**config.mk**
```make
export PLATFORM = sky130hd
export DESIGN_NAME = send_window_ack_tracker
export DESIGN_NICKNAME = d
export VERILOG_FILES = /design/src/rtl/swat_pkg.sv /design/src/rtl/swat_ctrl.sv /design/src/rtl/swat_dp.sv /design/src/rtl/send_window_ack_tracker.sv
export VERILOG_INCLUDE_DIRS = /design/src /design/src/rtl
export SDC_FILE = /design/constraint.sdc
export NUM_CORES = 1
export LEC_CHECK = 0
export BUFFER_PORTS_ARGS = -buffer_cell sky130_fd_sc_hd__buf_2
export CAP_MARGIN = 20
export CORE_MARGIN = 1.5
export CORE_UTILIZATION = 40
export DETAILED_ROUTE_END_ITERATION = 7
export REMOVE_ABC_BUFFERS = 1
export SYNTH_ARGS = -nofsm -noshare
export SYNTH_HDL_FRONTEND = slang
export SYNTH_SLANG_ARGS = --single-unit
export TNS_END_PERCENT = 5
```
**constraint.sdc**
```tcl
create_clock -name clock -period 7.5 [get_ports clock]
set_input_delay 1.5 -clock clock [delete_from_list [all_inputs] [get_ports clock]]
set_output_delay 1.5 -clock clock [all_outputs]
set_load 0.005 [all_outputs]
```
**src/rtl/send_window_ack_tracker_defines.svh**
```systemverilog
// Assertion helpers for the send window tracker.
`ifndef SEND_WINDOW_ACK_TRACKER_DEFINES_SVH
`define SEND_WINDOW_ACK_TRACKER_DEFINES_SVH

// Same-cycle implication, disabled during reset.
`define SWAT_ASSERT_NOW(label, clk, rst, ante, cons) \
   label: assert property (@(posedge clk) disable iff (rst) (ante) |-> (cons)) \
      else $error("same-cycle check failed");

// Next-cycle implication, disabled during reset.
`define SWAT_ASSERT_NEXT(label, clk, rst, ante, cons) \
   label: assert property (@(posedge clk) disable iff (rst) (ante) |=> (cons)) \
      else $error("next-cycle check failed");

`endif

```
**src/rtl/swat_pkg.sv**
```systemverilog
package swat_pkg;

   // Window depth default and threshold reset
   localparam int unsigned WINDOW_DEPTH_DEFAULT = 16;
   localparam int unsigned THR_W                = 3;
   localparam logic [THR_W-1:0] DUP_THR_RESET   = 3'd3;

   // Field widths
   localparam int unsigned SEQ_W  = 32;
   localparam int unsigned FUNC_W = 1;
   localparam int unsigned SLOT_W = 5;
   localparam int unsigned RSP_W  = 16;

   // Request kinds
   localparam logic FUNC_SEND = 1'b0;
   localparam logic FUNC_ACK  = 1'b1;

   // Result beat bit positions
   localparam int unsigned RSP_ACCEPTED_BIT = 0;
   localparam int unsigned RSP_FREE_LSB     = 1;
   localparam int unsigned RSP_REL_LSB      = 6;
   localparam int unsigned RSP_FAST_BIT     = 11;
   localparam int unsigned RSP_STOP_BIT     = 12;
   localparam int unsigned RSP_START_BIT    = 13;
   localparam int unsigned RSP_EMPTIED_BIT  = 14;

   // Commands from controller to datapath
   typedef struct packed {
      logic load;    // capture request beat
      logic commit;  // apply item, load result register
   } swat_cmd_type;

endpackage

```
**src/rtl/swat_ctrl.sv**
```systemverilog
module swat_ctrl import swat_pkg::*; (
   input  logic         clock,
   input  logic         reset,
   input  logic         req_tvalid,
   output logic         req_tready,
   output logic         rsp_tvalid,
   input  logic         rsp_tready,
   output swat_cmd_type cmd
);

   localparam logic ST_IDLE = 1'b0;
   localparam logic ST_EXEC = 1'b1;

   logic state_ff, state_in;
   logic rsp_valid_ff, rsp_valid_in;

   // Next state and commands
   always_comb begin
      state_in   = state_ff;
      cmd.load   = 1'b0;
      cmd.commit = 1'b0;
      unique case (state_ff)
         ST_IDLE: begin
            if (req_tvalid) begin
               cmd.load = 1'b1;
               state_in = ST_EXEC;
            end
         end
         ST_EXEC: begin
            // commit once the result register is free or being drained
            if (!rsp_valid_ff || rsp_tready) begin
               cmd.commit = 1'b1;
               state_in   = ST_IDLE;
            end
         end
         default: state_in = ST_IDLE;
      endcase
   end

   // Result valid flag
   always_comb begin
      rsp_valid_in = rsp_valid_ff;
      if (rsp_tready) begin
         rsp_valid_in = 1'b0;
      end
      if (cmd.commit) begin
         rsp_valid_in = 1'b1;
      end
   end

   always_ff @(posedge clock) begin
      if (reset) begin
         state_ff     <= ST_IDLE;
         rsp_valid_ff <= 1'b0;
      end else begin
         state_ff     <= state_in;
         rsp_valid_ff <= rsp_valid_in;
      end
   end

   assign req_tready = (state_ff == ST_IDLE);
   assign rsp_tvalid = rsp_valid_ff;

endmodule

```
**src/rtl/swat_dp.sv**
```systemverilog
module swat_dp import swat_pkg::*; #(
   parameter int unsigned WINDOW_DEPTH = WINDOW_DEPTH_DEFAULT
) (
   input  logic             clock,
   input  logic             reset,
   input  swat_cmd_type     cmd,
   input  logic             req_func,
   input  logic [SEQ_W-1:0] req_seq,
   input  logic             csr_wen,
   input  logic [THR_W-1:0] csr_wdata,
   output logic [RSP_W-1:0] rsp_data
);

   localparam int unsigned PTR_W = $clog2(WINDOW_DEPTH);
   localparam int unsigned CNT_W = $clog2(WINDOW_DEPTH + 1);
   localparam int unsigned SUM_W = CNT_W + 1;
   localparam int unsigned EXT_W = CNT_W + SLOT_W;
   localparam logic [CNT_W-1:0] DEPTH_CNT = CNT_W'(WINDOW_DEPTH);
   localparam logic [SUM_W-1:0] DEPTH_SUM = SUM_W'(WINDOW_DEPTH);

   // Circular window storage: head points at the oldest entry
   logic [SEQ_W-1:0] win_ff [WINDOW_DEPTH];
   logic [PTR_W-1:0] head_ff, head_in;
   logic [CNT_W-1:0] occ_ff, occ_in;
   logic [SEQ_W-1:0] last_ack_ff, last_ack_in;
   logic [THR_W-1:0] dup_ff, dup_in, dup_inc;
   logic [THR_W-1:0] thr_ff;

   // Captured request
   logic             func_ff;
   logic [SEQ_W-1:0] seq_ff;

   // Search
   logic [WINDOW_DEPTH-1:0] match;
   logic [WINDOW_DEPTH-1:0] rot;
   logic [CNT_W-1:0]        hit;
   logic [PTR_W-1:0]        tail;

   // Result fields
   logic             accepted, fast, stop, start, emptied;
   logic [CNT_W-1:0] released, free_full;
   logic [EXT_W-1:0] free_ext, rel_ext;
   logic [RSP_W-1:0] rsp_in, rsp_ff;
   logic             do_write;

   // Reduce a pointer sum below the depth (sum stays under twice the depth)
   function automatic logic [PTR_W-1:0] wrap_ptr(input logic [SUM_W-1:0] v);
      logic [SUM_W-1:0] r;
      r = (v >= DEPTH_SUM) ? (v - DEPTH_SUM) : v;
      return r[PTR_W-1:0];
   endfunction

   // Request capture
   always_ff @(posedge clock) begin
      if (cmd.load) begin
         func_ff <= req_func;
         seq_ff  <= req_seq;
      end
   end

   // Threshold register
   always_ff @(posedge clock) begin
      if (reset) begin
         thr_ff <= DUP_THR_RESET;
      end else if (csr_wen) begin
         thr_ff <= csr_wdata;
      end
   end

   // Parallel compare, rotated into age order, then first hit in window
   always_comb begin
      for (int i = 0; i < WINDOW_DEPTH; i++) begin
         match[i] = (win_ff[i] == seq_ff);
      end
      for (int k = 0; k < WINDOW_DEPTH; k++) begin
         rot[k] = match[wrap_ptr(SUM_W'(head_ff) + SUM_W'(k))];
      end
      hit = occ_ff;
      for (int k = WINDOW_DEPTH - 1; k >= 0; k--) begin
         if (rot[k] && (CNT_W'(k) < occ_ff)) begin
            hit = CNT_W'(k);
         end
      end
   end

   assign tail = wrap_ptr(SUM_W'(head_ff) + SUM_W'(occ_ff));

   // Item update
   always_comb begin
      head_in     = head_ff;
      occ_in      = occ_ff;
      last_ack_in = last_ack_ff;
      dup_in      = dup_ff;
      dup_inc     = dup_ff + 1'b1;
      accepted    = 1'b1;
      fast        = 1'b0;
      stop        = 1'b0;
      start       = 1'b0;
      emptied     = 1'b0;
      released    = '0;
      do_write    = 1'b0;
      if (func_ff == FUNC_SEND) begin
         if (occ_ff < DEPTH_CNT) begin
            do_write = 1'b1;
            occ_in   = occ_ff + 1'b1;
         end else begin
            accepted = 1'b0;
         end
      end else begin
         // duplicate ack counting
         if (seq_ff != last_ack_ff) begin
            last_ack_in = seq_ff;
            dup_in      = '0;
         end else if (dup_inc == thr_ff) begin
            dup_in = '0;
            fast   = 1'b1;
            stop   = 1'b1;
         end else begin
            dup_in = dup_inc;
         end
         // cumulative release
         if (hit != '0) begin
            stop     = 1'b1;
            released = hit;
            head_in  = wrap_ptr(SUM_W'(head_ff) + SUM_W'(hit));
            occ_in   = occ_ff - hit;
            start    = (occ_in != '0);
            emptied  = (occ_in == '0);
         end
      end
   end

   // Pack result beat
   always_comb begin
      free_full = DEPTH_CNT - occ_in;
      free_ext  = EXT_W'(free_full);
      rel_ext   = EXT_W'(released);
      rsp_in    = '0;
      rsp_in[RSP_ACCEPTED_BIT]               = accepted;
      rsp_in[RSP_FREE_LSB +: SLOT_W]         = free_ext[SLOT_W-1:0];
      rsp_in[RSP_REL_LSB +: SLOT_W]          = rel_ext[SLOT_W-1:0];
      rsp_in[RSP_FAST_BIT]                   = fast;
      rsp_in[RSP_STOP_BIT]                   = stop;
      rsp_in[RSP_START_BIT]                  = start;
      rsp_in[RSP_EMPTIED_BIT]                = emptied;
   end

   // Window write at tail
   always_ff @(posedge clock) begin
      if (cmd.commit && do_write) begin
         win_ff[tail] <= seq_ff;
      end
   end

   // Control state
   always_ff @(posedge clock) begin
      if (reset) begin
         head_ff     <= '0;
         occ_ff      <= '0;
         last_ack_ff <= '0;
         dup_ff      <= '0;
      end else if (cmd.commit) begin
         head_ff     <= head_in;
         occ_ff      <= occ_in;
         last_ack_ff <= last_ack_in;
         dup_ff      <= dup_in;
      end
   end

   // Result register
   always_ff @(posedge clock) begin
      if (cmd.commit) begin
         rsp_ff <= rsp_in;
      end
   end

   assign rsp_data = rsp_ff;

endmodule

```
**src/rtl/send_window_ack_tracker.sv**
```systemverilog
// A request beat is captured, then searched and committed into the result register;
// no new request beat is taken until that commit, which is held back
//   while a held result beat waits on rsp_tready.
// Reset: clears occupancy, last ack and duplicate count, loads threshold 3;
//   window storage is not cleared and is only read below occupancy.
`include "send_window_ack_tracker_defines.svh"

module send_window_ack_tracker import swat_pkg::*; #(
   parameter int unsigned WINDOW_DEPTH = WINDOW_DEPTH_DEFAULT
) (
   input  logic             clock,
   input  logic             reset,
   input  logic             req_tvalid,
   output logic             req_tready,
   input  logic [SEQ_W-1:0] req_tdata,  // [31:0] seq_num
   input  logic             req_tuser,  // [0] func
   output logic             rsp_tvalid,
   input  logic             rsp_tready,
   // [0] accepted, [5:1] free_slots, [10:6] slots_released, [11] fast_retransmit,
   // [12] stop_timer, [13] start_timer, [14] window_emptied, [15] zero
   output logic [RSP_W-1:0] rsp_tdata,
   input  logic             csr_wen,
   input  logic [THR_W-1:0] csr_wdata  // dup_ack_threshold
);

   swat_cmd_type cmd;

   swat_ctrl u_ctrl (
      .clock      (clock),
      .reset      (reset),
      .req_tvalid (req_tvalid),
      .req_tready (req_tready),
      .rsp_tvalid (rsp_tvalid),
      .rsp_tready (rsp_tready),
      .cmd        (cmd)
   );

   swat_dp #(
      .WINDOW_DEPTH (WINDOW_DEPTH)
   ) u_dp (
      .clock     (clock),
      .reset     (reset),
      .cmd       (cmd),
      .req_func  (req_tuser),
      .req_seq   (req_tdata),
      .csr_wen   (csr_wen),
      .csr_wdata (csr_wdata),
      .rsp_data  (rsp_tdata)
   );

   // One item in flight: no second request beat right after one is taken
   `SWAT_ASSERT_NEXT(a_one_in_flight, clock, reset, req_tvalid && req_tready, !req_tready)
   // A refused send only happens on a full window
   `SWAT_ASSERT_NOW(a_refused_full, clock, reset,
      rsp_tvalid && !rsp_tdata[RSP_ACCEPTED_BIT],
      rsp_tdata[RSP_FREE_LSB +: SLOT_W] == '0)
   // An emptied window disarms and never rearms the timer
   `SWAT_ASSERT_NOW(a_emptied_timer, clock, reset,
      rsp_tvalid && rsp_tdata[RSP_EMPTIED_BIT],
      rsp_tdata[RSP_STOP_BIT] && !rsp_tdata[RSP_START_BIT])

endmodule
```
==> results.md <==
- Number of unique standard cell types used by synthesis: 74
- DRT Wirelength: 70170 um
- GR Overflow Total: 0
- Hold Crit Class: flop to flop
- Worst-path fanout max: 20
- Synth-to-layout area growth: 12.08%
- Post-synthesis register bit count: 609
- ANT cells: 0
- XOR/XNOR Fraction of Synth Area: 17.69%
- Pwr Density: 241.1 mW/mm^2
- Setup crit start: u_dp.seq_ff[7]
- M1 GR Usage: 28.87%
- CTS-repair resized insts: 0
- Critical Path Start Type: flop
- Ys Warns: 0
- Most instantiated cells after synthesis: 560 x edfxtp_1, 528 x xnor2_1, 147 x nand4_1
- Worst flop-to-flop path startpoint: u_dp.seq_ff[7]
- Met2 usage: 30.43%
- Top FF cell, synth: edfxtp_1
- Die area: slightly above 0.07 sq mm
- Total of max-cap violations: 0
- Setup WS pre-CTS: 0.9671 ns
- TritonCTS buffer count: 66
- Setup_tns: 0 ns
- Port Buffers: 57
- Detail Route Antenna Nets: 0
- Syn Area/Cell: roughly 15 sq um
- Top-count cell post-synth: edfxtp_1
- Post-synthesis async set-or-reset flop share: 0%
- Largest net degree at the start of global routing: 50
- EDFF count, synth: between 500 and 600
- Tightest Pin Transition: 1.087 ns
- Seq/Total Area, Yosys: between 60% and 70%
- Gp weighted congestion: 0.8988
- Vias in the first global route: between 15000 and 20000
- Final Hold Viols: 0
- RSZ-0062 raised after global routing: no
- Final worst setup slack: 0.9575 ns
- Worst ir drop on vdd: 174.0 uV
- Final period util: approximately 87%
- Number of H-tree levels: 3
- Top post-synthesis cells by area: edfxtp_1 60%, xnor2_1 16%, dfxtp_1 3.5%
- Clk slew on worst S/H paths: ~0.06 ns
- Kind of critical path: flop to flop
- Die extent in y: between 200 and 300 um
- Die X: 268.6 um
- Proportion of layout cells with a drive suffix above 1: between 10% and 20%
- Adder-Cell Fraction of Synth Area: between 1 and 1.5%
- GR Util All Layers: 19.67%
- DR DRC count: 0
- Global-route wire length before repair: 103900 um
- Kind of end point of the critical path: flop
- Clk_skew: 0.05053 ns
- Slew HR: 27.55%
- Total number of vias: ~16000
- Clk sink count: approximately 600
- Post-synth top area share: 59.59%
- Clk Latency, worst-skew pair: between 0.6 and 0.7 ns
- Initial antenna violation count: 0
- Main combinational cell family by area after synthesis: XOR/XNOR gates
- Static Leakage: between 0.009 and 0.01 uW
- Filler instances: 6259
- Drt first pass iters: 5
- Status: completed
- # IOs: 59
- NumNets Final: 2065
- Vias/cell: around 5.2
- Arr. time, crit path: 6.88 ns
- Root Buffer: clkbuf_16
- Post-synthesis cell area: ~0.028 sq mm
- HPWL after DPL: 45090 um
- Simple-Gate Fraction of Synth Area: 9.236%
- Core Rows: 97
- Yosys top cell by area: edfxtp_1
- Tmin final: 6.543 ns
- Layer with the highest usage: met2
- CTS tree: built
- Mapped Cells: 1883
- Core box area: approximately 0.070 sq mm
- Final Max Slew Viols: 0
- Final Setup Violations: 0
- Worst Hold Launch: u_dp.seq_ff[1]
- # Post-CTS Setup Buffers: 0
- Clock buffer depth: 3
- Fmax: 152.8 MHz
- Initial Util: between 40% and 50%
- Fraction of the mapped netlist area in compound gates: 1.844%
- Drt wl/cell: 23.45 um
- Post-synthesis mux area share: 3.175%
- Critical Path RT: 7.84 ns
- Post-CTS Hold Buffers: 0
- Number of DRC markers in iteration 0: 1160
- M3 GR Usage: 3.224%
-- cell type report --
| cell class | count | area (sq um) | area share, % |
|---|---|---|---|
| multi-input cells | 1168 | 9384 | 29.67 |
| inverters | 19 | 71.32 | 0.2255 |
| repair buffers | 137 | 1036 | 3.276 |
| clock buffers | 90 | 1803 | 5.701 |
| clock inverters | 29 | 360.3 | 1.139 |
| well taps | 940 | 1176 | 3.719 |
| flip-flops and latches | 609 | 17800 | 56.27 |
-- metal layers --
| layer | vias up | part of all wire, % |
|---|---|---|
| met3 | 84 | 4.2 |
| met2 | 351 | 46 |
| li1 | 7137 | - |
| met4 | 0 | 1.8 |
| met5 | - | 0 |
| met1 | 8083 | 48 |
-- registers in the layout (all words and copies together) (netlist names) --
name / count
u_dp.head_ff: 4
u_ctrl.rsp_tvalid: 1
u_dp.win_ff: 512
u_dp.func_ff: 1
u_dp.dup_ff: 3
u_ctrl.state_ff: 1
u_dp.seq_ff: 32
u_dp.occ_ff: 5
u_dp.thr_ff: 3
u_dp.last_ack_ff: 32
u_dp.rsp_data: 15
-- metrics by stage --
step | power, uW | util (%) | hold slack, ns | cells | area [sq um]
final | 7626 | 45.24 | 0.4926 | 2992 | 31630
after global routing | 7863 | 45.24 | 0.5080 | 2992 | 31630
after CTS | 7711 | 45.24 | 0.4901 | 2992 | 31630
after detailed placement | 4451 | 42.15 | 0.4758 | 2873 | 29460
after global placement | 4445 | 42.15 | 0.4735 | 2873 | 29460
after floorplan | 4221 | - | 0.4636 | 1796 | 27200
-- critical path: stages, from the launching register on --
cell and delay [ns]:
edfxtp_1 1.01, buf_4 0.50, xnor2_1 0.18, nand4_1 0.22, nor4_2 0.67, nand3_1 0.19, and4_1 0.26, mux4_2 0.49
a31oi_1 0.15, nor2_1 0.07, or3_1 0.33, o31ai_2 0.44, ha_1 0.23, inv_1 0.06, fa_1 0.41, xor2_1 0.30
nand2_1 0.09, mux2i_1 0.38, nand3b_1 0.18, xor2_1 0.07
-- worst paths after layout --
| kind | slack, ns | to | cells after the start |
|---|---|---|---|
| worst max register to register | 0.96 | u_dp.rsp_data[4] | 19 |
| worst max-delay path | 0.96 | u_dp.rsp_data[4] | 19 |
| worst min-delay path | 0.49 | u_dp.win_ff[8][1] | 0 |
| worst min register to register | 0.49 | u_dp.win_ff[8][1] | 0 |
-- report_power, final --
part	total [uW]	internal [uW]	switching, uW
clock network	3250	1910	1340
registers	3820	3760	54.6
logic	557	220	336
total	7630	5900	1730
-- cells by family (layout without fill, tap and decap cells) --
logic type / after synthesis / in the layout
multiplexers: 64 / 64
adder cells (fa/ha/maj): 23 / 23
flip-flops: 609 / 609
other: 1 / 1
AO/OA/AOI/OAI: 70 / 70
XOR/XNOR: 570 / 570
buffers and inverters: 106 / 275
AND/OR/NAND/NOR: 440 / 440
-- cells in the final DEF, fill, tap and decap left out, types with 7 or more instances in the layout --
| cell | synthesis | final |
|---|---|---|
| nand4_1 | 147 | 147 |
| a21oi_1 | 23 | 23 |
| mux4_2 | 20 | 20 |
| nor4_2 | 26 | 26 |
| clkbuf_1 | 20 | 19 |
| nor2_1 | 85 | 68 |
| nand2b_1 | 7 | 7 |
| buf_12 | 18 | 12 |
| xor2_1 | 42 | 42 |
| mux2i_1 | 43 | 43 |
| xnor2_1 | 528 | 528 |
| and4_1 | 8 | 8 |
| edfxtp_1 | 560 | 560 |
| nor2_2 | 1 | 17 |
| ha_1 | 20 | 20 |
| nor4_1 | 17 | 17 |
| dfxtp_1 | 49 | 49 |
| buf_4 | 1 | 68 |
| inv_1 | 18 | 18 |
| nand2_1 | 44 | 44 |
| buf_2 | 1 | 57 |
| clkbuf_16 | 0 | 67 |
| clkinv_2 | 0 | 7 |
| and2_1 | 17 | 17 |
| a21o_1 | 10 | 10 |
| nand3_1 | 48 | 48 |
| clkinv_1 | 1 | 10 |
(Power assumes the default switching activity.)
